$ cat config.mk
export PLATFORM = sky130hd
export DESIGN_NAME = iasmd_cell
export DESIGN_NICKNAME = d
export VERILOG_FILES = /design/src/hdl/iasmd_pkg.sv /design/src/hdl/iasmd_cell.sv
export SDC_FILE = /design/constraint.sdc
export NUM_CORES = 1
export LEC_CHECK = 0
export BUFFER_PORTS_ARGS = -buffer_cell sky130_fd_sc_hd__buf_2
export CAP_MARGIN = 20
export CORE_UTILIZATION = 49
export CTS_CLUSTER_DIAMETER = 60
export DETAILED_ROUTE_END_ITERATION = 8
export PLACE_DENSITY = 0.78
export SETUP_SLACK_MARGIN = 0.4
export SLEW_MARGIN = 20
export SYNTH_ARGS = -nofsm -noshare
export SYNTH_HDL_FRONTEND = slang
export SYNTH_SLANG_ARGS = --single-unit
$ cat constraint.sdc
create_clock -name clk -period 4.3 [get_ports clk]
set_input_delay 0.43 -clock clk [delete_from_list [all_inputs] [get_ports clk]]
set_output_delay 0.43 -clock clk [all_outputs]
set_load 0.01 [all_outputs]
$ cat src/hdl/iasmd_pkg.sv
// package with shared types and constants for the integer arithmetic unit
package iasmd_pkg;
  localparam int Width = 32;
  localparam int OpW = 2;

  typedef enum logic [OpW-1:0] {
    OP_ADD = 2'd0,
    OP_SUB = 2'd1,
    OP_MUL = 2'd2,
    OP_DIV = 2'd3
  } op_t;

  typedef logic [Width-1:0] word_t;

  typedef struct packed {
    logic  vld;
    op_t   op;
    word_t a;
    word_t b;
    word_t acc;
    word_t rem;
  } lane_t;
endpackage

$ cat src/hdl/iasmd_cell.sv
// one pipeline cell: a single shift-add or restoring-divide step
module iasmd_cell import iasmd_pkg::*; (
  input  logic                     clk,
  input  logic                     rst_n,
  input  logic                     en,
  input  logic [$clog2(Width)-1:0] idx,
  input  lane_t                    d_in,
  output lane_t                    d_out
);
  lane_t                     d_out_r;
  lane_t                     d_out_nxt;
  logic                      top;
  logic [Width-1:0]          shr;
  logic [Width:0]            diff;
  logic [$clog2(Width)-1:0]  a_sel;

  always_comb begin
    d_out_nxt = d_in;
    top = d_in.rem[Width-1];
    // dividend bits msb first, width is a power of two
    a_sel = ~idx;
    shr = {d_in.rem[Width-2:0], d_in.a[a_sel]};
    diff = {1'b0, shr} - {1'b0, d_in.b};
    case (d_in.op)
      OP_MUL: begin
        if (d_in.b[idx]) begin
          d_out_nxt.acc = d_in.acc + (d_in.a << idx);
        end
      end
      OP_DIV: begin
        if (top || !diff[Width]) begin
          d_out_nxt.rem = diff[Width-1:0];
          d_out_nxt.acc = {d_in.acc[Width-2:0], 1'b1};
        end else begin
          d_out_nxt.rem = shr;
          d_out_nxt.acc = {d_in.acc[Width-2:0], 1'b0};
        end
      end
      default: begin
      end
    endcase
  end

  always_ff @(posedge clk) begin
    if (!rst_n) begin
      d_out_r.vld <= 1'b0;
    end else if (en) begin
      d_out_r.vld <= d_out_nxt.vld;
    end
    if (en) begin
      d_out_r.op  <= d_out_nxt.op;
      d_out_r.a   <= d_out_nxt.a;
      d_out_r.b   <= d_out_nxt.b;
      d_out_r.acc <= d_out_nxt.acc;
      d_out_r.rem <= d_out_nxt.rem;
    end
  end

  assign d_out = d_out_r;
endmodule

==> run_summary.xml <==
<?xml version="1.0" encoding="UTF-8"?>
<metrics>
  <group name="status">
    <metric name="outcome" unit="">complete, no violations</metric>
  </group>
  <group name="pwr">
    <metric name="p_total" unit="mW">4.53</metric>
    <metric name="leakagePower" unit="nW">5.88</metric>
    <metric name="peakVddDrop" unit="µV">290</metric>
    <metric name="power-per-cell-area" unit="mW/mm²">335</metric>
  </group>
  <group name="timing">
    <metric name="slew-limit-headroom" unit="">0.355</metric>
    <metric name="final-setup-viol-count" unit="">0</metric>
    <metric name="period_share" unit="">0.925</metric>
    <metric name="timing.final.max_slew_violations" unit="">0</metric>
    <metric name="final_period_minus_worst_setup_slack" unit="ns">3.98</metric>
    <metric name="worst_margin_slew" unit="ns">0.967</metric>
    <metric name="max_clk_rate" unit="MHz">251</metric>
    <metric name="finClkSkew" unit="ns">0</metric>
    <metric name="timing.setup.tns" unit="ns">0</metric>
    <metric name="setup_repair_after_global_routing_missed_its_margin" unit="">yes</metric>
    <metric name="worst_slack" unit="ns">0.322</metric>
    <metric name="finalHoldViolations" unit="">0</metric>
  </group>
  <group name="setup_path">
    <metric name="peak_per_stage_delay_on_the_critical_path" unit="ns">0.53</metric>
    <metric name="category_of_the_worst_setup_path_launch_point" unit="">input pin</metric>
    <metric name="crit_path_cell_trace" unit="">buf_12 -&gt; buf_12 -&gt; mux4_2 -&gt; mux2i_2 -&gt; mux4_2 -&gt; ha_4 -&gt; inv_2 -&gt; fa_2 -&gt; a211oi_4 -&gt; o21ai_2 -&gt; a21oi_2 -&gt; a211oi_2 -&gt; a2111oi_4 -&gt; buf_4 -&gt; o22ai_2 -&gt; mux2_4 -&gt; o311ai_2 -&gt; o21a_1</metric>
    <metric name="reg2regPathDepth" unit="">2</metric>
    <metric name="critical_path.max_fanout" unit="">6</metric>
    <metric name="critical_path_required" unit="ns">4.60</metric>
    <metric name="cp_data_arrival_time" unit="ns">4.28</metric>
    <metric name="timing.setup.critical_path_class" unit="">input pin to register</metric>
    <metric name="critPathCaptureType" unit="">register</metric>
    <metric name="critPathSlowestCell" unit="">mux4_2</metric>
  </group>
  <group name="grt">
    <metric name="first_global_vias" unit="">9296</metric>
    <metric name="grt_pass1_wl" unit="mm">50.2</metric>
    <metric name="grt_overflow_total" unit="">0</metric>
    <metric name="gr-usage-all-layers" unit="">0.302</metric>
    <metric name="pin_count_of_the_biggest_net_entering_global_routing" unit="">107</metric>
    <metric name="antenna_violations_before_repair" unit="">2</metric>
  </group>
  <group name="synth">
    <metric name="ys_async_sr_fraction" unit="">0</metric>
    <metric name="post_synth_inst_count" unit="">1067</metric>
    <metric name="synth_ff_type" unit="">edfxtp_1</metric>
    <metric name="ys_ff_latch" unit="">131</metric>
    <metric name="yosysSeqAreaShare" unit="">0.382</metric>
    <metric name="synth.lib_cells_used.distinct" unit="">72</metric>
    <metric name="synth-warning-count" unit="">0</metric>
    <metric name="synth_enable_flop_cells" unit="">130</metric>
    <metric name="synth_fp_nets" unit="">1271</metric>
    <metric name="syn_area_per_cell" unit="µm²">9.62</metric>
    <metric name="netlist_area" unit="mm²">0.0103</metric>
  </group>
  <group name="final_layout">
    <metric name="final_common_cell" unit="">buf_2</metric>
    <metric name="design_area" unit="mm²">0.0135</metric>
    <metric name="layout-area-overhead-vs-synth" unit="%">31.8</metric>
    <metric name="commonest_cells_after_routing_fill_and_taps_aside" unit="">buf_2, nand2_1, edfxtp_1</metric>
    <metric name="share_of_final_layout_standard_cells_stronger_than_drive_strength_1" unit="">0.363</metric>
    <metric name="filler_cell_count" unit="">1586</metric>
    <metric name="post_layout_nets" unit="">1598</metric>
    <metric name="flip_flop_count_of_the_largest_register_all_copies_and_words_added" unit="">131</metric>
  </group>
  <group name="routing">
    <metric name="drtIter0Drc" unit="">906</metric>
    <metric name="met3WireLength" unit="mm">3.64</metric>
    <metric name="met2_wirelength" unit="mm">15.7</metric>
    <metric name="drc" unit="">0</metric>
    <metric name="wl_per_cell" unit="µm">20.5</metric>
    <metric name="final_ant_viol_nets" unit="">0</metric>
    <metric name="drtPass1Iterations" unit="">6</metric>
    <metric name="drt-vias-per-instance" unit="">6.08</metric>
    <metric name="detail_route.wirelength" unit="mm">34.5</metric>
    <metric name="wirelength_met1" unit="mm">14.1</metric>
    <metric name="detailroute.via_count" unit="">10202</metric>
    <metric name="maxUsedRoutingLayer" unit="">met5</metric>
  </group>
  <group name="clock_tree">
    <metric name="cts.clk_slew.worst_paths" unit="ns">0.06</metric>
    <metric name="insertion_delay_to_the_later_sink_of_the_worst_skew_pair" unit="ns">0.43</metric>
    <metric name="clock_path_buffers" unit="">2</metric>
    <metric name="cts-htree-levels" unit="">4</metric>
    <metric name="clk_root_buffer_cell" unit="">clkbuf_16</metric>
    <metric name="tritoncts" unit="">yes</metric>
    <metric name="cts-buffers-inserted" unit="">17</metric>
    <metric name="clkSinkCount" unit="">131</metric>
  </group>
  <group name="floorplan">
    <metric name="fp.dieH" unit="µm">147</metric>
    <metric name="core-area" unit="mm²">0.0204</metric>
    <metric name="initial_core_util" unit="">0.504</metric>
    <metric name="die_area" unit="mm²">0.0215</metric>
    <metric name="ios" unit="">270</metric>
    <metric name="row_count" unit="">52</metric>
    <metric name="die_w" unit="µm">147</metric>
  </group>
  <group name="placement">
    <metric name="hpwl" unit="mm">24.7</metric>
    <metric name="io_buffer_count" unit="">269</metric>
    <metric name="placement.cell_area" unit="mm²">0.0123</metric>
    <metric name="gpl_wtd_cong" unit="">0.976</metric>
    <metric name="placement.setup.worst_slack" unit="ns">-0.214</metric>
  </group>
  <group name="hold_path">
    <metric name="worst_hold_path_type" unit="">input pin to register</metric>
    <metric name="whs_path_depth" unit="">1</metric>
  </group>
  <group name="flow_run">
    <metric name="drv_cap" unit="">0</metric>
  </group>
</metrics>
-- timing repair --
action | 4_1_cts | 5_1_grt
setup buffers | 10 | 11
hold buffers | 0 | 0
gates cloned | 0 | 7
endpoints found under the setup margin | 39 | 49
resized for setup | 6 | 100
pin swaps | 10 | 24
-- through the flow --
stage / utilization / hold WS [ns] / std cells
global placement: 0.604 / 0.495 / 1617
finish: 0.664 / 0.200 / 1678
floorplan: - / 0.529 / 1067
detailed placement: 0.604 / 0.514 / 1617
global route: 0.664 / 0.198 / 1678
CTS: 0.634 / 0.201 / 1659
-- metal layers --
metal | global-route usage | up-vias
li1 | - | 4682
met1 | 0.422 | 4826
met2 | 0.471 | 615
met3 | 0.0516 | 77
met4 | 0.115 | 2
met5 | 0 | -
-- worst max-delay path, delay by kind of cell --
kind / cells / cell delay [ns]
muxes: 4 / 1.37
buffers and inverters: 4 / 0.45
adders and majority gates: 2 / 0.51
AOI/OAI and AO/OA: 8 / 1.51
-- path summary, 6_finish.rpt --
| path | slack, ns | start | end |
|---|---|---|---|
| worst max-delay path | 0.32 | idx[0] | d_out[30]$_DFFE_PP_ |
| worst min-delay path | 0.20 | d_in[127] | d_out[127]$_DFFE_PP_ |
| worst max register to register | 3.69 | d_out[130]$_SDFFE_PN0P_ | d_out[130]$_SDFFE_PN0P_ |
| worst min register to register | 0.53 | d_out[130]$_SDFFE_PN0P_ | d_out[130]$_SDFFE_PN0P_ |
-- power breakdown --
part | switching [mW] | internal [mW] | leakage [nW] | total [mW]
Combinational | 0.915 | 0.700 | 4.35 | 1.62
Sequential | 0.0325 | 1.55 | 1.28 | 1.58
Clock | 0.603 | 0.726 | 0.249 | 1.33
-- cell usage after synthesis (all sizes together), types with 11 or more instances --
cell type	n	share of area
mux2i	38	0.038
mux4	30	0.066
a21oi	94	0.046
nor2b	12	0.0073
nor3	15	0.0073
clkbuf	28	0.010
xor2	19	0.016
ha	63	0.077
a211oi	17	0.013
a21o	24	0.018
nor2	81	0.030
nand2	133	0.049
o21ai	94	0.046
buf	22	0.012
a31oi	13	0.0079
nand3	11	0.0054
xnor2	29	0.025
edfxtp	130	0.38
inv	57	0.021
o21a	15	0.011
o22ai	12	0.0073
a22o	14	0.012
-- cell families after synthesis --
group,synth area share
adders and majority gates,0.0807
muxes,0.110
buffers and inverters,0.0441
and+or+nand+nor,0.124
AOI/OAI and AO/OA,0.219
xor gates and xnor gates,0.0410
DFF,0.382
-- cell type report --
type / instances / area (µm²) / area share
multi-input combinational: 827 / 6310 / 0.466
sequential: 131 / 3920 / 0.290
timing repair buffer: 358 / 2210 / 0.163
clock buffer: 17 / 425 / 0.0314
tap: 270 / 338 / 0.0250
inverter: 59 / 229 / 0.0169
clock inverter: 15 / 92.6 / 0.00684
antenna: 1 / 2.50 / 0.000185
Note: power is estimated with default switching activity, not from simulation.
